<file path="src/rtl/jt_pkg.sv">
`timescale 1ns / 1ps
package jt_pkg;

   localparam int POSITION_BITS_DEFAULT = 16;
   localparam int QUEUE_DEPTH_DEFAULT   = 4;

   localparam logic [3:0] KIND_ERROR    = 4'd0;
   localparam logic [3:0] KIND_COLON    = 4'd1;
   localparam logic [3:0] KIND_COMMA    = 4'd2;
   localparam logic [3:0] KIND_LBRACE   = 4'd3;
   localparam logic [3:0] KIND_RBRACE   = 4'd4;
   localparam logic [3:0] KIND_LBRACKET = 4'd5;
   localparam logic [3:0] KIND_RBRACKET = 4'd6;
   localparam logic [3:0] KIND_TRUE     = 4'd7;
   localparam logic [3:0] KIND_FALSE    = 4'd8;
   localparam logic [3:0] KIND_NULL     = 4'd9;
   localparam logic [3:0] KIND_INT      = 4'd10;
   localparam logic [3:0] KIND_DECIMAL  = 4'd11;
   localparam logic [3:0] KIND_STRING   = 4'd12;
   localparam logic [3:0] KIND_EOF      = 4'd13;

   localparam logic [7:0] CH_SPACE    = 8'h20;
   localparam logic [7:0] CH_TAB      = 8'h09;
   localparam logic [7:0] CH_CR       = 8'h0D;
   localparam logic [7:0] CH_NEWLINE  = 8'h0A;
   localparam logic [7:0] CH_DOT      = 8'h2E;
   localparam logic [7:0] CH_QUOTE    = 8'h22;
   localparam logic [7:0] CH_COLON    = 8'h3A;
   localparam logic [7:0] CH_COMMA    = 8'h2C;
   localparam logic [7:0] CH_LBRACE   = 8'h7B;
   localparam logic [7:0] CH_RBRACE   = 8'h7D;
   localparam logic [7:0] CH_LBRACKET = 8'h5B;
   localparam logic [7:0] CH_RBRACKET = 8'h5D;
   localparam logic [7:0] CH_T        = 8'h74;
   localparam logic [7:0] CH_F        = 8'h66;
   localparam logic [7:0] CH_N        = 8'h6E;

   localparam logic [1:0] KW_TRUE  = 2'd0;
   localparam logic [1:0] KW_FALSE = 2'd1;
   localparam logic [1:0] KW_NULL  = 2'd2;

   typedef struct packed {
      logic [3:0]  kind;
      logic [15:0] offset;
      logic [15:0] length;
      logic [15:0] line;
   } token_type;

   typedef struct packed {
      token_type first;
      token_type second;
      logic      two;
   } entry_type;

   function automatic logic [2:0] kw_len(input logic [1:0] k);
      return (k == KW_FALSE) ? 3'd5 : 3'd4;
   endfunction

   function automatic logic [3:0] kw_token(input logic [1:0] k);
      logic [3:0] t;
      unique case (k)
         KW_FALSE: t = KIND_FALSE;
         KW_NULL:  t = KIND_NULL;
         default:  t = KIND_TRUE;
      endcase
      return t;
   endfunction

   function automatic logic [7:0] kw_char(input logic [1:0] k, input logic [2:0] idx);
      logic [7:0] c;
      unique case ({k, idx})
         {KW_FALSE, 3'd0}: c = "f";
         {KW_FALSE, 3'd1}: c = "a";
         {KW_FALSE, 3'd2}: c = "l";
         {KW_FALSE, 3'd3}: c = "s";
         {KW_FALSE, 3'd4}: c = "e";
         {KW_NULL, 3'd0}:  c = "n";
         {KW_NULL, 3'd1}:  c = "u";
         {KW_NULL, 3'd2}:  c = "l";
         {KW_NULL, 3'd3}:  c = "l";
         {KW_TRUE, 3'd0}:  c = "t";
         {KW_TRUE, 3'd1}:  c = "r";
         {KW_TRUE, 3'd2}:  c = "u";
         {KW_TRUE, 3'd3}:  c = "e";
         default:          c = 8'h00;
      endcase
      return c;
   endfunction

endpackage

</file>
<file path="src/rtl/jt_queue.sv">
`timescale 1ns / 1ps
module jt_queue #(
   parameter int DEPTH = jt_pkg::QUEUE_DEPTH_DEFAULT
) (
   input  logic              clock,
   input  logic              reset,
   input  logic              push,
   input  jt_pkg::entry_type push_entry,
   output logic              full,
   output logic              head_valid,
   output jt_pkg::entry_type head_entry,
   input  logic              pop
);
   import jt_pkg::*;

   localparam int PW = (DEPTH > 1) ? $clog2(DEPTH) : 1;
   localparam int CW = $clog2(DEPTH + 1);

   entry_type         mem_ff [DEPTH];
   logic [PW-1:0]     wr_ptr_ff, wr_ptr_in;
   logic [PW-1:0]     rd_ptr_ff, rd_ptr_in;
   logic [CW-1:0]     count_ff, count_in;
   logic              do_push, do_pop;

   assign full       = (count_ff == CW'(DEPTH));
   assign head_valid = (count_ff != '0);
   assign head_entry = mem_ff[rd_ptr_ff];
   assign do_push    = push && !full;
   assign do_pop     = pop && head_valid;

   always_comb begin
      wr_ptr_in = wr_ptr_ff;
      rd_ptr_in = rd_ptr_ff;
      count_in  = count_ff;
      if (do_push) begin
         wr_ptr_in = (wr_ptr_ff == PW'(DEPTH - 1)) ? '0 : wr_ptr_ff + PW'(1);
      end
      if (do_pop) begin
         rd_ptr_in = (rd_ptr_ff == PW'(DEPTH - 1)) ? '0 : rd_ptr_ff + PW'(1);
      end
      if (do_push && !do_pop) begin
         count_in = count_ff + CW'(1);
      end else if (do_pop && !do_push) begin
         count_in = count_ff - CW'(1);
      end
   end

   always_ff @(posedge clock) begin
      if (reset) begin
         wr_ptr_ff <= '0;
         rd_ptr_ff <= '0;
         count_ff  <= '0;
      end else begin
         wr_ptr_ff <= wr_ptr_in;
         rd_ptr_ff <= rd_ptr_in;
         count_ff  <= count_in;
      end
   end

   always_ff @(posedge clock) begin
      if (do_push) begin
         mem_ff[wr_ptr_ff] <= push_entry;
      end
   end

endmodule

</file>
<file path="src/rtl/jt_front.sv">
`timescale 1ns / 1ps
module jt_front #(
   parameter int POSITION_BITS = jt_pkg::POSITION_BITS_DEFAULT
) (
   input  logic              clock,
   input  logic              reset,
   input  logic              accept,
   input  logic [7:0]        text_byte,
   input  logic              end_of_text,
   output logic              push,
   output jt_pkg::entry_type push_entry
);
   import jt_pkg::*;

   localparam int PB = POSITION_BITS;

   localparam logic [2:0] MODE_IDLE = 3'd0;
   localparam logic [2:0] MODE_WORD = 3'd1;
   localparam logic [2:0] MODE_INT  = 3'd2;
   localparam logic [2:0] MODE_FRAC = 3'd3;
   localparam logic [2:0] MODE_STR  = 3'd4;

   function automatic logic [15:0] sat16(input logic [PB-1:0] v);
      logic [31:0] w;
      w = 32'(v);
      return (w > 32'd65535) ? 16'hFFFF : w[15:0];
   endfunction

   logic [2:0]    mode_ff, mode_in;
   logic [1:0]    kw_ff, kw_in;
   logic          match_ff, match_in;
   logic [2:0]    seen_ff, seen_in;
   logic [PB-1:0] start_ff, start_in;
   logic [PB-1:0] pos_ff, pos_in;
   logic [PB-1:0] line_ff, line_in;
   logic [15:0]   run_ff, run_in;

   logic [1:0]    k;
   logic [15:0]   grown;
   logic [3:0]    flush_kind;
   logic [15:0]   flush_len;
   logic          fl_v, dv, dispatch;
   logic          is_letter, is_digit;
   token_type     fl_tok, d_tok;

   assign k         = (kw_ff == 2'd3) ? KW_TRUE : kw_ff;
   assign grown     = (run_ff == 16'hFFFF) ? run_ff : run_ff + 16'd1;
   assign is_letter = (text_byte >= "a" && text_byte <= "z") ||
                      (text_byte >= "A" && text_byte <= "Z");
   assign is_digit  = (text_byte >= "0" && text_byte <= "9");

   always_comb begin
      unique case (mode_ff)
         MODE_WORD: flush_kind = (match_ff && seen_ff >= kw_len(k)) ? kw_token(k) : KIND_ERROR;
         MODE_INT:  flush_kind = KIND_INT;
         MODE_FRAC: flush_kind = KIND_DECIMAL;
         MODE_STR:  flush_kind = KIND_STRING;
         default:   flush_kind = KIND_ERROR;
      endcase
      flush_len = (mode_ff == MODE_STR && !end_of_text) ? grown : run_ff;
   end

   always_comb begin
      mode_in  = mode_ff;
      kw_in    = kw_ff;
      match_in = match_ff;
      seen_in  = seen_ff;
      start_in = start_ff;
      pos_in   = (pos_ff == '1) ? pos_ff : pos_ff + PB'(1);
      line_in  = line_ff;
      run_in   = run_ff;
      fl_v     = 1'b0;
      dv       = 1'b0;
      dispatch = 1'b0;
      fl_tok   = '{kind: flush_kind, offset: sat16(start_ff), length: flush_len,
                   line: sat16(line_ff)};
      d_tok    = '{kind: KIND_ERROR, offset: sat16(pos_ff), length: 16'd1,
                   line: sat16(line_ff)};

      if (end_of_text) begin
         fl_v         = (mode_ff == MODE_WORD) || (mode_ff == MODE_INT) ||
                        (mode_ff == MODE_FRAC) || (mode_ff == MODE_STR);
         dv           = 1'b1;
         d_tok.kind   = KIND_EOF;
         d_tok.length = 16'd0;
         mode_in      = MODE_IDLE;
         kw_in        = KW_TRUE;
         match_in     = 1'b1;
         seen_in      = 3'd0;
         start_in     = '0;
         pos_in       = '0;
         line_in      = PB'(1);
         run_in       = 16'd0;
      end else begin
         unique case (mode_ff)
            MODE_WORD: begin
               if (is_letter) begin
                  if (seen_ff < kw_len(k) && kw_char(k, seen_ff) != text_byte) begin
                     match_in = 1'b0;
                  end
                  if (seen_ff != 3'd7) begin
                     seen_in = seen_ff + 3'd1;
                  end
                  run_in = grown;
               end else begin
                  fl_v     = 1'b1;
                  dispatch = 1'b1;
                  mode_in  = MODE_IDLE;
               end
            end
            MODE_INT: begin
               if (is_digit) begin
                  run_in = grown;
               end else if (text_byte == CH_DOT) begin
                  mode_in = MODE_FRAC;
                  run_in  = grown;
               end else begin
                  fl_v     = 1'b1;
                  dispatch = 1'b1;
                  mode_in  = MODE_IDLE;
               end
            end
            MODE_FRAC: begin
               if (is_digit) begin
                  run_in = grown;
               end else begin
                  fl_v     = 1'b1;
                  dispatch = 1'b1;
                  mode_in  = MODE_IDLE;
               end
            end
            MODE_STR: begin
               run_in = grown;
               if (text_byte == CH_QUOTE) begin
                  fl_v    = 1'b1;
                  mode_in = MODE_IDLE;
               end
            end
            default: begin
               mode_in  = MODE_IDLE;
               dispatch = 1'b1;
            end
         endcase

         if (dispatch) begin
            unique case (text_byte)
               CH_SPACE, CH_TAB, CH_CR: begin
               end
               CH_NEWLINE: begin
                  if (line_ff != '1) begin
                     line_in = line_ff + PB'(1);
                  end
               end
               CH_COLON: begin
                  dv         = 1'b1;
                  d_tok.kind = KIND_COLON;
               end
               CH_COMMA: begin
                  dv         = 1'b1;
                  d_tok.kind = KIND_COMMA;
               end
               CH_LBRACE: begin
                  dv         = 1'b1;
                  d_tok.kind = KIND_LBRACE;
               end
               CH_RBRACE: begin
                  dv         = 1'b1;
                  d_tok.kind = KIND_RBRACE;
               end
               CH_LBRACKET: begin
                  dv         = 1'b1;
                  d_tok.kind = KIND_LBRACKET;
               end
               CH_RBRACKET: begin
                  dv         = 1'b1;
                  d_tok.kind = KIND_RBRACKET;
               end
               CH_T, CH_F, CH_N: begin
                  mode_in  = MODE_WORD;
                  kw_in    = (text_byte == CH_T) ? KW_TRUE :
                             ((text_byte == CH_F) ? KW_FALSE : KW_NULL);
                  match_in = 1'b1;
                  seen_in  = 3'd1;
                  start_in = pos_ff;
                  run_in   = 16'd1;
               end
               CH_QUOTE: begin
                  mode_in  = MODE_STR;
                  start_in = pos_ff;
                  run_in   = 16'd1;
               end
               default: begin
                  if (is_digit) begin
                     mode_in  = MODE_INT;
                     start_in = pos_ff;
                     run_in   = 16'd1;
                  end else begin
                     dv = 1'b1;
                  end
               end
            endcase
         end
      end
   end

   always_comb begin
      push              = accept && (fl_v || dv);
      push_entry.first  = fl_v ? fl_tok : d_tok;
      push_entry.second = d_tok;
      push_entry.two    = fl_v && dv;
   end

   always_ff @(posedge clock) begin
      if (reset) begin
         mode_ff  <= MODE_IDLE;
         kw_ff    <= KW_TRUE;
         match_ff <= 1'b1;
         seen_ff  <= 3'd0;
         start_ff <= '0;
         pos_ff   <= '0;
         line_ff  <= PB'(1);
         run_ff   <= 16'd0;
      end else if (accept) begin
         mode_ff  <= mode_in;
         kw_ff    <= kw_in;
         match_ff <= match_in;
         seen_ff  <= seen_in;
         start_ff <= start_in;
         pos_ff   <= pos_in;
         line_ff  <= line_in;
         run_ff   <= run_in;
      end
   end

endmodule

</file>
<file path="src/rtl/jt_back.sv">
`timescale 1ns / 1ps
module jt_back (
   input  logic              clock,
   input  logic              reset,
   input  logic              head_valid,
   input  jt_pkg::entry_type head_entry,
   output logic              pop,
   output logic              rsp_valid,
   input  logic              rsp_ready,
   output logic [3:0]        rsp_token_kind,
   output logic [15:0]       rsp_token_offset,
   output logic [15:0]       rsp_token_length,
   output logic [15:0]       rsp_line_number,
   output logic              rsp_last_of_run
);
   import jt_pkg::*;

   logic      phase_ff, phase_in;
   token_type cur;
   logic      fire;

   assign cur              = phase_ff ? head_entry.second : head_entry.first;
   assign rsp_valid        = head_valid;
   assign rsp_token_kind   = cur.kind;
   assign rsp_token_offset = cur.offset;
   assign rsp_token_length = cur.length;
   assign rsp_line_number  = cur.line;
   assign rsp_last_of_run  = phase_ff || !head_entry.two;
   assign fire             = rsp_valid && rsp_ready;
   assign pop              = fire && rsp_last_of_run;

   always_comb begin
      phase_in = phase_ff;
      if (fire) begin
         phase_in = !rsp_last_of_run;
      end
   end

   always_ff @(posedge clock) begin
      if (reset) begin
         phase_ff <= 1'b0;
      end else begin
         phase_ff <= phase_in;
      end
   end

endmodule

</file>
<file path="src/rtl/json_tokenizer.sv">
`timescale 1ns / 1ps
// Channel  Dir  Beat
// req      in   one text byte, or the end marker
// rsp      out  one token
//
// One byte is taken per cycle while the token queue has room.
// A byte yields up to two tokens; they share one queue entry and leave one per cycle
// while rsp_ready is high; the first reaches rsp when its entry is at the queue head.
// Reset is synchronous and clears the scanner state and the queue.
// A stalled rsp side fills the queue, and req_ready falls only when it is full.
module json_tokenizer #(
   parameter int POSITION_BITS = jt_pkg::POSITION_BITS_DEFAULT,
   parameter int QUEUE_DEPTH   = jt_pkg::QUEUE_DEPTH_DEFAULT
) (
   input  logic        clock,
   input  logic        reset,
   input  logic        req_valid,
   output logic        req_ready,
   input  logic [7:0]  req_text_byte,
   input  logic        req_end_of_text,
   output logic        rsp_valid,
   input  logic        rsp_ready,
   output logic [3:0]  rsp_token_kind,
   output logic [15:0] rsp_token_offset,
   output logic [15:0] rsp_token_length,
   output logic [15:0] rsp_line_number,
   output logic        rsp_last_of_run
);
   import jt_pkg::*;

   logic      accept, push, full, head_valid, pop;
   entry_type push_entry, head_entry;

   assign req_ready = !full;
   assign accept    = req_valid && req_ready;

   jt_front #(
      .POSITION_BITS(POSITION_BITS)
   ) u_front (
      .clock      (clock),
      .reset      (reset),
      .accept     (accept),
      .text_byte  (req_text_byte),
      .end_of_text(req_end_of_text),
      .push       (push),
      .push_entry (push_entry)
   );

   jt_queue #(
      .DEPTH(QUEUE_DEPTH)
   ) u_queue (
      .clock     (clock),
      .reset     (reset),
      .push      (push),
      .push_entry(push_entry),
      .full      (full),
      .head_valid(head_valid),
      .head_entry(head_entry),
      .pop       (pop)
   );

   jt_back u_back (
      .clock           (clock),
      .reset           (reset),
      .head_valid      (head_valid),
      .head_entry      (head_entry),
      .pop             (pop),
      .rsp_valid       (rsp_valid),
      .rsp_ready       (rsp_ready),
      .rsp_token_kind  (rsp_token_kind),
      .rsp_token_offset(rsp_token_offset),
      .rsp_token_length(rsp_token_length),
      .rsp_line_number (rsp_line_number),
      .rsp_last_of_run (rsp_last_of_run)
   );

endmodule

</file>
<file path="config.mk">
export PLATFORM = sky130hd
export DESIGN_NAME = json_tokenizer
export DESIGN_NICKNAME = d
export VERILOG_FILES = /design/src/rtl/jt_pkg.sv /design/src/rtl/jt_queue.sv /design/src/rtl/jt_front.sv /design/src/rtl/jt_back.sv /design/src/rtl/json_tokenizer.sv
export SDC_FILE = /design/constraint.sdc
export NUM_CORES = 1
export LEC_CHECK = 0
export ABC_AREA = 1
export BUFFER_PORTS_ARGS = -buffer_cell sky130_fd_sc_hd__buf_2
export CORE_ASPECT_RATIO = 0.9
export CORE_MARGIN = 5
export CORE_UTILIZATION = 50
export DETAILED_ROUTE_END_ITERATION = 10
export PLACE_DENSITY = 0.7
export SYNTH_ARGS = -nofsm -noshare
export SYNTH_HDL_FRONTEND = slang
export SYNTH_HIERARCHICAL = 1
export SYNTH_SLANG_ARGS = --single-unit
export TNS_END_PERCENT = 5
</file>
<file path="constraint.sdc">
create_clock -name clock -period 16.6 [get_ports clock]
set_clock_uncertainty 0.2 [all_clocks]
set_input_delay 0.83 -clock clock [delete_from_list [all_inputs] [get_ports clock]]
set_output_delay 0.83 -clock clock [all_outputs]
set_load 0.005 [all_outputs]
</file>
# [Word level (Yosys, flattened, before mapping)]
# Memory sizes are Yosys's and may differ from the RTL's. A register that Yosys moved wholly into a read port is not among the register bits.
# Index checks and enable logic that the tools add are counted.
# Widths: inputs -> output; s select.
[totals] inputBits=13 mem_bits_rw=360 wordCells=187 out_inout_bits=55 reg_bits=81 rom_bits=224 n_memories=2
[op_classes] add_sub_neg=8 magnitude_cmp=8 n_mux=82 reduce_logical=43 n_eq_ne=32
[memory_table] memory="u_queue.mem_ff" depth=4 word_bits=90 read_ports=1 rd_clocked_by_memory_dff=1 wr=1 line="jt_queue.sv:19" text="entry_type mem_ff [DEPTH];"
[memory_table] memory="(no name shown)" depth=32 word_bits=7 read_ports=1 rd_clocked_by_memory_dff=0 wr=0 line="jt_pkg.sv:71" text="unique case ({k, idx})"
[op_table] operator="$mux 16" n=18
[op_table] operator="$mux 52" n=2
[op_table] operator="$pmux 16 s2" n=2
[op_table] operator="$pmux 16 s4" n=1
[op_table] operator="$eq 8x7->1 const B" n=7
[op_table] operator="$add 16x1->16 const B" n=3
[op_table] operator="$mux 3" n=15
[op_table] operator="$eq 8x6->1 const B" n=5
[op_table] operator="$eq 16x16->1 const B" n=2
[op_table] operator="$eq 8x4->1 const B" n=3
[op_table] operator="$mux 8" n=3
[op_table] operator="$mux 2" n=11
[op_table] operator="$mux 1" n=19
[op_table] operator="$pmux 3 s6" n=1
[op_table] operator="$ge 8x7->1 const B" n=2
[op_table] operator="$le 8x7->1 const B" n=2
[op_table] operator="$ne 16x16->1 const B" n=1
[op_table] operator="$pmux 4 s4" n=1
[op_table] operator="$logic_and 1x1->1" n=15
[op_table] operator="$mux 4" n=3
[op_table] operator="$pmux 3 s4" n=1
[op_table] operator="$reduce_bool 2->1" n=5
[op_table] operator="$reduce_or 10->1" n=1
[op_table] operator="$pmux 3 s3" n=1
[op_table] operator="29 further kinds" n=49

# [Longest topological paths before layout]
# Gate-level depths: netlist of the first run.
[depth] word_depth=15 depth_mapped=23 mapped_depth_nobuf=21

# [Modules after synthesis]
# Netlist of the first run, hierarchy kept.
[modules_own_cells] mod="jt_queue" n_inst=1 cells_per_inst=1085 area_per_inst_um2=16141.7 seq_area_each_um2=12792.3
[modules_own_cells] mod="jt_front" n_inst=1 cells_per_inst=952 area_per_inst_um2=5826.8 seq_area_each_um2=1461.4
[modules_own_cells] mod="jt_back" n_inst=1 cells_per_inst=177 area_per_inst_um2=755.7 seq_area_each_um2=20.0
[modules_own_cells] mod="json_tokenizer" n_inst=1 cells_per_inst=3 area_per_inst_um2=13.8 seq_area_each_um2=0.0

# [Worst setup path after synthesis of the first run]
# No wires, ideal clock.
[synth_timing] path_type="input-to-reg" start="in req_text_byte[3]" end="mem u_queue/mem_ff[0][0] (netlist bit) (enable)" path_stages=14 arrival_ns=6.699 setup_ns=0.570 path_slack_ns=9.130 t_required_ns=15.830 path_buffers=3 cell_sequence="buf_4 nor2_1 nand2_1 nand2_1 nand2_1 nand2_2 nand2_2 nand4_1 nand2_1 buf_2 buf_2 a21oi_1 nand2_1 nor2_1"
[synth_via] elab_chain_len=13 word_cells_on_any_way=44 classes_between="6 x order compare; 15 x eq/ne; 14 x mux; 9 x reduce/logical"
[synth_lines] element="from (decl)" line="json_tokenizer.sv:19" text="input logic [7:0] req_text_byte,"
[synth_lines] element="$ge 8x7->1, or another cell as far along" line="jt_front.sv:48" text="assign is_letter = (text_byte >= \"a\" && text_byte <= \"z\") ||"
[synth_lines] element="$logic_and 1x1->1 (on tied branches)" line="jt_front.sv:48, jt_front.sv:49"
[synth_lines] element="$logic_or 1x1->1" line="jt_front.sv:48"
[synth_lines] element="$mux 1" line="jt_front.sv:97" text="if (is_letter) begin"
[synth_lines] element="$pmux 1 s4" line="jt_front.sv:95" text="unique case (mode_ff)"
[synth_lines] element="$mux 1" line="jt_front.sv:80" text="if (end_of_text) begin"
[synth_lines] element="$mux 1" line="jt_front.sv:145" text="if (dispatch) begin"
[synth_lines] element="$mux 1" line="jt_front.sv:80"
[synth_lines] element="$logic_or 1x1->1 *" line="jt_front.sv:207" text="push = accept && (fl_v || dv);"
[synth_lines] element="$logic_and 1x1->1 *" line="jt_front.sv:207"
[synth_lines] element="via push" line="json_tokenizer.sv:31" text="logic accept, push, full, head_valid, pop;"
[synth_lines] element="$logic_and 1x1->1 *" line="jt_queue.sv:28" text="assign do_push = push && !full;"
[synth_lines] element="$mux 1 *" line="jt_queue.sv:61" text="if (do_push) begin"
[synth_lines] element="$mux 1 (not written as such) *" line="jt_queue.sv:62" text="mem_ff[wr_ptr_ff] <= push_entry;"
[synth_lines] element="to (decl)" line="jt_queue.sv:19"
# The timed path passes the listed nets; every way through them passes the cells marked *. The select of a mux whose other input is x is not followed.

# [Worst setup path after layout of the first run]
[layout_timing] start="reg u_front.mode_ff[0]" end="mem u_queue/mem_ff[1][30] (netlist bit) (enable)"
[layout_via] elab_chain_len=10 word_cells_on_any_way=18 classes_between="4 x eq/ne; 8 x mux; 6 x reduce/logical"
[layout_lines] element="from (decl)" line="jt_front.sv:29" text="logic [2:0] mode_ff, mode_in;"
[layout_lines] element="from (signal assigned)" line="jt_front.sv:224" text="mode_ff <= mode_in;"
[layout_lines] element="$eq 3x3->1, or another cell as far along" line="jt_front.sv:82, jt_front.sv:95"
[layout_lines] element="$pmux 1 s4 / $logic_or 1x1->1 (equally long branches)" line="jt_front.sv:95, jt_front.sv:81"
[layout_lines] element="$mux 1 / $logic_or 1x1->1 (equally long branches)" line="jt_front.sv:80, jt_front.sv:81"
[layout_lines] element="$mux 1 / $logic_or 1x1->1 (equally long branches)" line="jt_front.sv:145, jt_front.sv:82"
[layout_lines] element="$mux 1" line="jt_front.sv:80"
[layout_lines] element="$logic_or 1x1->1 *" line="jt_front.sv:207"
[layout_lines] element="$logic_and 1x1->1 *" line="jt_front.sv:207"
[layout_lines] element="via push" line="json_tokenizer.sv:31"
[layout_lines] element="$logic_and 1x1->1 *" line="jt_queue.sv:28"
[layout_lines] element="$mux 1 *" line="jt_queue.sv:61"
[layout_lines] element="$mux 1 (not written as such) *" line="jt_queue.sv:62"
# Marks and branches as above.

==> results of run 1 <==
## flip-flops by register name, indices dropped and copies added (netlist names), named ones only
signal / cells
u_back/phase_ff: 1
u_front/kw_ff: 2
u_front/line_ff: 16
u_front/match_ff: 1
u_front/mode_ff: 3
u_front/pos_ff: 16
u_front/run_ff: 16
u_front/seen_ff: 3
u_front/start_ff: 16
u_queue/count_ff: 3
u_queue/mem_ff: 420
u_queue/rd_ptr_ff: 2
u_queue/wr_ptr_ff: 2
## layer usage
metal / vias to the layer above / global-route usage (%) / wire [um]
met5: - / 0 / 0
met3: 77 / 3.89 / 3820
met1: 7810 / 29.9 / 23900
met2: 583 / 33.1 / 24300
met4: 0 / 5.74 / 1150
li1: 7676 / - / -
## worst max-delay path: cells and delay by family, from the launching register on
| family | cells | cell delay, ns |
|---|---|---|
| buffers and inverters | 4 | 1.81 |
| AND/OR/NAND/NOR | 4 | 1.39 |
| AO/OA/AOI/OAI | 3 | 0.68 |
| flip-flops | 1 | 0.36 |
## area by class of cell
cell class | instances | area (um2) | share of cell area (%)
diodes | 1 | 2.50 | 0.0101
flip-flops and latches | 503 | 14300 | 57.8
clock inverters | 31 | 337 | 1.36
repair buffers | 84 | 463 | 1.87
inverters | 107 | 413 | 1.67
clock buffers | 62 | 1370 | 5.55
multi-input cells | 1466 | 7080 | 28.6
well taps | 608 | 761 | 3.08
## Yosys cell counts, types with 3 or more instances
| cell | number |
|---|---|
| o211ai_1 | 5 |
| buf_6 | 30 |
| o21ai_2 | 6 |
| clkbuf_1 | 38 |
| clkbuf_2 | 7 |
| nand3_1 | 69 |
| nand2_1 | 460 |
| a211oi_1 | 14 |
| o2111ai_1 | 16 |
| nand3b_1 | 4 |
| a21oi_1 | 72 |
| edfxtp_1 | 420 |
| dfxtp_1 | 83 |
| mux2i_1 | 3 |
| buf_2 | 25 |
| nand3_2 | 3 |
| o21ai_0 | 143 |
| nor2_1 | 331 |
| a31oi_1 | 3 |
| a21oi_2 | 10 |
| ha_1 | 18 |
| xor2_1 | 32 |
| buf_4 | 50 |
| nand2_2 | 5 |
| nor3_1 | 18 |
| o22ai_1 | 106 |
| nand4_1 | 17 |
| o21ai_1 | 100 |
| inv_2 | 7 |
| inv_1 | 96 |
| nor2_4 | 3 |
## per-stage QoR
step	cells	power [mW]	area, um2	hold slack (ns)
6_report	2862	3.71	24700	0.257
3_3_place_gp	2768	2.56	23000	0.236
4_1_cts	2861	3.74	24700	0.262
2_1_floorplan	2231	2.30	22800	0.219
3_5_place_dp	2768	2.58	23000	0.246
5_1_grt	2861	3.91	24700	0.276
## power breakdown
group / leakage [nW] / total [mW] / internal [mW] / switching, mW
registers: 4.64 / 1.60 / 1.54 / 0.0625
logic: 3.54 / 0.957 / 0.297 / 0.660
clock network: 0.825 / 1.16 / 0.694 / 0.463
total: 9.01 / 3.71 / 2.53 / 1.19
## logic make-up after synthesis
group                      count (synthesis)  synth area share [%]
muxes                                      3                 0.132
other                                      1                0.0165
AOI/OAI and AO/OA                        476                  11.8
buffers and inverters                    262                  6.48
xor gates and xnor gates                  32                  1.23
adders and majority gates                 19                  1.08
DFF                                      503                  62.8
and+or+nand+nor                          921                  16.5
## worst max path at each step
stage	startpoint	endpoint	slack (ns)
after floorplan	req_text_byte[3]	u_queue/mem_ff[0][0]$_DFFE_PP_	9.13
after global placement	req_text_byte[0]	u_queue/mem_ff[1][43]$_DFFE_PP_	11.36
after detailed placement	req_text_byte[0]	u_queue/mem_ff[1][68]$_DFFE_PP_	11.25
after CTS	u_front/mode_ff[0]$_SDFFE_PP0P_	u_queue/mem_ff[1][95]$_DFFE_PP_	11.80
after global routing	u_front/mode_ff[0]$_SDFFE_PP0P_	u_queue/mem_ff[1][85]$_DFFE_PP_	11.47
final	u_front/mode_ff[0]$_SDFFE_PP0P_	u_queue/mem_ff[1][30]$_DFFE_PP_	11.71
==> key figures, run 1 <==
Global route
  • Vias in the first global route: 15300
  • Grt ovf: 0
  • Initial antenna violation count: 1
  • GRT Util Overall: 20.8%
  • Global-route wire length before repair: 83500 um
  • Largest net degree at the start of global routing: 122

Timing
  • Final worst setup slack: 11.71 ns
  • Max Fclk: 0.204 GHz
  • Relative slew slack: between 20% and 30%
  • Setup TNS: 0 ns
  • Fin crit period: just under 5 ns
  • Final period utilization: 29.5%
  • Hold Vio Cnt, Final: 0
  • RSZ-0062 raised after global routing: no
  • Final setup fails: 0
  • Slew Viols, Final: 0
  • Worst Tran Pin Value: ~1.1 ns

Placement
  • IO Port Bufs: 67
  • Place WS: 11.25 ns
  • GPL Wtd Cong: between 0.8 and 0.9
  • DP HPWL: 31000 um

Clocking
  • Clock transition at path regs: ~0.06 ns
  • # Post-CTS Setup Buffers: 0
  • Clk_lat worst skew: 0.58 ns
  • H-tree levels: 2
  • CTS tree: done
  • Clock Path Buffers: 3
  • Cts hold-fix bufs: 0
  • Sink Count: around 500
  • Number of buffers created by CTS: 50
  • Cts repair resizes: 0
  • CTS Root Buffer Type: clkbuf_16

Floorplanning
  • Initial Util: 50.3%
  • Die X: 235 um
  • FP Rows: between 70 and 80
  • Core box area: 45200 um2
  • Die ar.: 49800 um2
  • Die Y: 212 um
  • I/O Pins: 68

Detailed routing
  • Detailed Routing Iterations Pass 1: 6
  • ANT nets after route: 0
  • Drt wl/cell: about 19 um
  • Final routed DRC violation total: 0
  • DR iter-0 viols: about 1700
  • Routed wire length: 53200 um
  • Vias per cell: between 5 and 6
  • Via Count: between 15000 and 20000

Worst setup path
  • Reg-to-reg endpoint: u_queue/mem_ff[1][30]$_DFFE_PP_
  • R2R depth: 11
  • Worst R2R Start: u_front/mode_ff[0]$_SDFFE_PP0P_
  • CP max FO: 58
  • Critical Path End Type: register
  • Worst Setup Start Kind: register
  • Worst EP required: 16.61 ns
  • Max stage delay cell, worst path: buf_4
  • WS Path Type: reg2reg
  • Max stage delay on crit path: 0.75 ns
  • Cell chain of the critical path: inv_1 -> a21oi_1 -> nor2_4 -> inv_2 -> nand3_2 -> a31oi_1 -> a21oi_1 -> nand2_1 -> nor2_4 -> buf_4 -> buf_4
  • CP Data Arrival Time: 4.90 ns
  • Worst reg2reg setup slack: 11.71 ns

Synthesis
  • FF+latch count, synth: 503
  • Cell area after synthesis: 22700 um2
  • Yosys warns: 6
  • Register area share after synthesis: 62.8%
  • Post-synth top flop: edfxtp_1
  • Post-synth EDFFs: 420
  • Synth area leaders: edfxtp_1 (55%), nand2_1 (7.6%), dfxtp_1 (7.3%), nor2_1 (5.5%), o21ai_0 (3.1%)
  • Top cell type by total area after synthesis: edfxtp_1
  • Yosys top cell area share: between 50 and 60%
  • Asr flop ratio synth: 0%
  • Mean area per synthesized cell: 10.3 um2
  • Netlist cell types: 47
  • Mapped Cells: 2217

Layout
  • Nets: 2244
  • Fillers: 3891
  • Area Overhead vs Synth: 8.64%
  • Leading cell type in the layout, fill and taps excluded: nand2_1
  • Share of cells above drive strength 1: 9.41%
  • Core Util, Final: 54.7%
  • Commonest cells after routing, fill and taps aside: nand2_1 (460), edfxtp_1 (420), nor2_1 (326)

Power
  • Pwr dens: 150 nW/um2
  • Leak: roughly 9 nW
  • Worst vdd ir: about 0.00007 V

Status
  • Status: finished, final reports clean

Run
  • Maxcap violations: 0

Worst hold path
  • Min-delay worst type: reg2reg
  • Hold Crit Start: u_front/match_ff$_SDFFE_PP1P_
  • WHS Endpoint: u_front/match_ff$_SDFFE_PP1P_
  • Hold path depth: 2
Power figures use the tool's default switching activity.
==> run 2: changes to the inputs <==
--- a/config.mk
+++ b/config.mk
@@ -5,7 +5,7 @@
 export SDC_FILE = /design/constraint.sdc
 export NUM_CORES = 1
 export LEC_CHECK = 0
-export ABC_AREA = 1
+export ABC_AREA = 0
 export BUFFER_PORTS_ARGS = -buffer_cell sky130_fd_sc_hd__buf_2
 export CORE_ASPECT_RATIO = 0.9
 export CORE_MARGIN = 5
==> constraint.sdc (replaced) <==
create_clock -name clock -period 4.5 [get_ports clock]
set_clock_uncertainty 0.2 [all_clocks]
set_input_delay 0.225 -clock clock [delete_from_list [all_inputs] [get_ports clock]]
set_output_delay 0.225 -clock clock [all_outputs]
set_load 0.005 [all_outputs]
==> key figures, run 2 <==
Timing
  • Max Fclk: 0.248 GHz
  • Fin crit period: 4.04 ns
  • Relative slew slack: approximately a third
  • Final setup fails: 0
  • Hold Vio Cnt, Final: 0
  • Slew Viols, Final: 0
  • RSZ-0062 raised after global routing: no
  • Worst Tran Pin Value: 0.988 ns
  • Final period utilization: 89.7%

Worst setup path
  • CP max FO: 8
  • R2R depth: 14
  • Critical Path End Type: register
  • Max stage delay on crit path: 0.77 ns
  • Worst Setup Start Kind: input port
  • WS Path Type: in2reg
  • Worst EP required: 4.81 ns
  • Max stage delay cell, worst path: nor3_1
  • CP Data Arrival Time: between 4 and 5 ns
  • Cell chain of the critical path: dlygate4sd3_1 -> buf_2 -> nor2_1 -> and4_1 -> nor3_1 -> a31oi_1 -> a21boi_0 -> inv_1 -> nor2_1 -> ha_1 -> inv_1 -> fa_1 -> xor2_1 -> or3_1 -> a21oi_1

Clocking
  • CTS Root Buffer Type: clkbuf_16
  • CTS tree: done
  • Clk_lat worst skew: 0.59 ns
  • Clock transition at path regs: 0.06 ns
  • Number of buffers created by CTS: 50
  • # Post-CTS Setup Buffers: 0
  • Sink Count: 503
  • Clock Path Buffers: 3
  • H-tree levels: 2

Synthesis
  • Netlist cell types: 73
  • Asr flop ratio synth: 0%
  • Cell area after synthesis: 21700 um2
  • Post-synth top flop: edfxtp_1
  • Yosys top cell area share: 58.3%
  • Most numerous cell in the Yosys netlist: edfxtp_1
  • Register area share after synthesis: 65.9%
  • Mapped Cells: 1316
  • Synth area leaders: edfxtp_1 (58%), mux4_2 (11%), dfxtp_1 (7.7%), mux2_4 (3.4%), buf_4 (1.2%)
  • FF+latch count, synth: 503
  • Mean area per synthesized cell: 16.5 um2
  • Yosys warns: 6
  • Post-synth EDFFs: 420
  • Synth top cells by count: edfxtp_1 (420), mux4_2 (105), dfxtp_1 (83)
  • Top cell type by total area after synthesis: edfxtp_1

Layout
  • Layout Cells excl Fill: 1984
  • Fillers: 3317
  • Nets: 1420
  • Area Overhead vs Synth: 11.2%
  • Number of flip-flops under the largest register name: 420
  • Commonest cells after routing, fill and taps aside: edfxtp_1 (420), mux4_2 (105), dfxtp_1 (80)
  • Largest Register: u_queue/mem_ff
  • Core Util, Final: 56.1%
  • Leading cell type in the layout, fill and taps excluded: edfxtp_1
  • Share of cells above drive strength 1: roughly a quarter
  • Cell area after layout: 24100 um2

Power
  • Pint: 8.93 mW
  • Worst vdd ir: about 0.0003 V
  • Leak: roughly 7.9 nW
  • Pwr dens: 489 nW/um2
  • Sequential Power Share: 48.3%
  • Logic pwr share: 17.2%
  • Power, Total: 11.8 mW
  • Clock share of power: roughly 35%
  • Switching Share: between 20% and 30%
  • Sw power: 2.85 mW

Detailed routing
  • Vias per cell: 5.85
  • DR iter-0 viols: 986
  • Via Count: 11600
  • Drt wl/cell: 21.6 um
  • ANT nets after route: 0
  • Final routed DRC violation total: 0
  • Routed wire length: 42800 um
  • Detailed Routing Iterations Pass 1: 5

Global route
  • GRT Util Overall: between 10% and 20%
  • Initial antenna violation count: 1
  • Vias in the first global route: ~12000
  • Global-route wire length before repair: 68100 um
  • Grt ovf: 0
  • Largest net degree at the start of global routing: 105

Placement
  • Area after DPL: 22300 um2
  • Inst Count DP: roughly 1900
  • IO Port Bufs: 67
  • GPL Wtd Cong: 0.896
  • DP HPWL: between 20000 and 30000 um

Floorplanning
  • Die X: 229 um
  • Die Y: 207 um
  • FP Rows: 72
  • Initial Util: between 50% and 60%
  • Core box area: between 40000 and 50000 um2
  • I/O Pins: 68
  • Die ar.: 47600 um2

Worst hold path
  • Min-delay worst type: in2reg
  • Hold path depth: 4

Status
  • Status: finished, final reports clean

Run
  • Maxcap violations: 0
[run 2: cell count changes in the layout (fill, tap and decap cells not counted), moves of 20 or more]
cell / previous run / this run
a21oi_1: 72 / 48
inv_1: 96 / 24
mux4_2: 0 / 105
o21ai_1: 100 / 0
or3_1: 0 / 23
xnor2_1: 0 / 20
o21ai_0: 143 / 40
o22ai_1: 106 / 3
nand3_1: 69 / 32
xor2_1: 32 / 11
nand2_1: 460 / 52
nor2_1: 326 / 56
mux2_4: 0 / 49
[run 2: final cells by class]
| cell class | count | area [um2] | area share (%) |
|---|---|---|---|
| timing repair buffer | 103 | 713 | 2.96 |
| sequential | 503 | 14300 | 59.3 |
| clock buffer | 68 | 1370 | 5.69 |
| tap | 555 | 694 | 2.88 |
| multi-input combinational | 705 | 6680 | 27.8 |
| inverter | 25 | 95.1 | 0.395 |
| antenna | 1 | 2.50 | 0.0104 |
| clock inverter | 24 | 229 | 0.951 |
[run 2: worst paths after layout]
kind                                          from                               end  slack (ns)
setup / recovery                  req_text_byte[0]  u_queue/count_ff[2]$_SDFFE_PP0P_        0.46
hold / removal                    req_text_byte[4]     u_front/match_ff$_SDFFE_PP1P_        0.06
setup reg to reg   u_front/mode_ff[2]$_SDFFE_PP0P_  u_queue/count_ff[2]$_SDFFE_PP0P_        0.63
hold reg to reg   u_front/start_ff[7]$_SDFFE_PP0P_  u_front/start_ff[7]$_SDFFE_PP0P_        0.27
[run 2: kinds of logic (layout without fill, tap and decap cells)]
group,after synthesis,in the layout,share of synthesized area (%)
DFF,503,503,65.9
and+or+nand+nor,277,277,6.80
AOI/OAI and AO/OA,183,183,5.70
muxes,180,180,15.6
buffers and inverters,122,220,3.54
xor gates and xnor gates,31,31,1.25
adders and majority gates,19,19,1.13
other,1,16,0.0173
[run 2: stage by stage]
step / setup TNS [ns] / hold slack [ns] / setup slack (ns)
floorplan: -209.58 / 0.0941 / -0.665
global placement: 0 / 0.254 / 0.546
detailed placement: 0 / 0.255 / 0.452
CTS: 0 / 0.0330 / 0.532
global route: 0 / 0.0667 / 0.151
finish: 0 / 0.0622 / 0.463
[run 2: metal layers]
layer / global-route usage [%] / vias to the layer above / part of all wire [%]
met5: 0 / - / 0
met1: 25.5 / 5885 / 44
met4: 4.75 / 0 / 1.8
met3: 2.72 / 69 / 5.1
li1: - / 5329 / -
met2: 29.2 / 322 / 49
[run 2: power by group through the flow]
stage	logic (mW)	registers, mW	clock network (mW)
2_1_floorplan	1.47	5.78	0
3_5_place_dp	2.06	5.80	0
6_report	2.02	5.69	4.06
4_1_cts	2.08	5.70	4.16
3_3_place_gp	2.05	5.77	0
5_1_grt	2.19	5.73	4.36
[run 2: what timing repair did]
action / 4_1_cts / 5_1_grt
gates resized for setup: 0 / 0
hold buffers: 13 / 0
endpoints found under the hold margin: 20 / 0
[run 2: critical path, delay by kind of cell]
kind	cells	cell delay, ns
adders and majority gates	2	0.59
buffers and inverters	4	0.95
and+or+nand+nor	5	1.62
AOI/OAI and AO/OA	3	0.79
xor gates and xnor gates	1	0.16
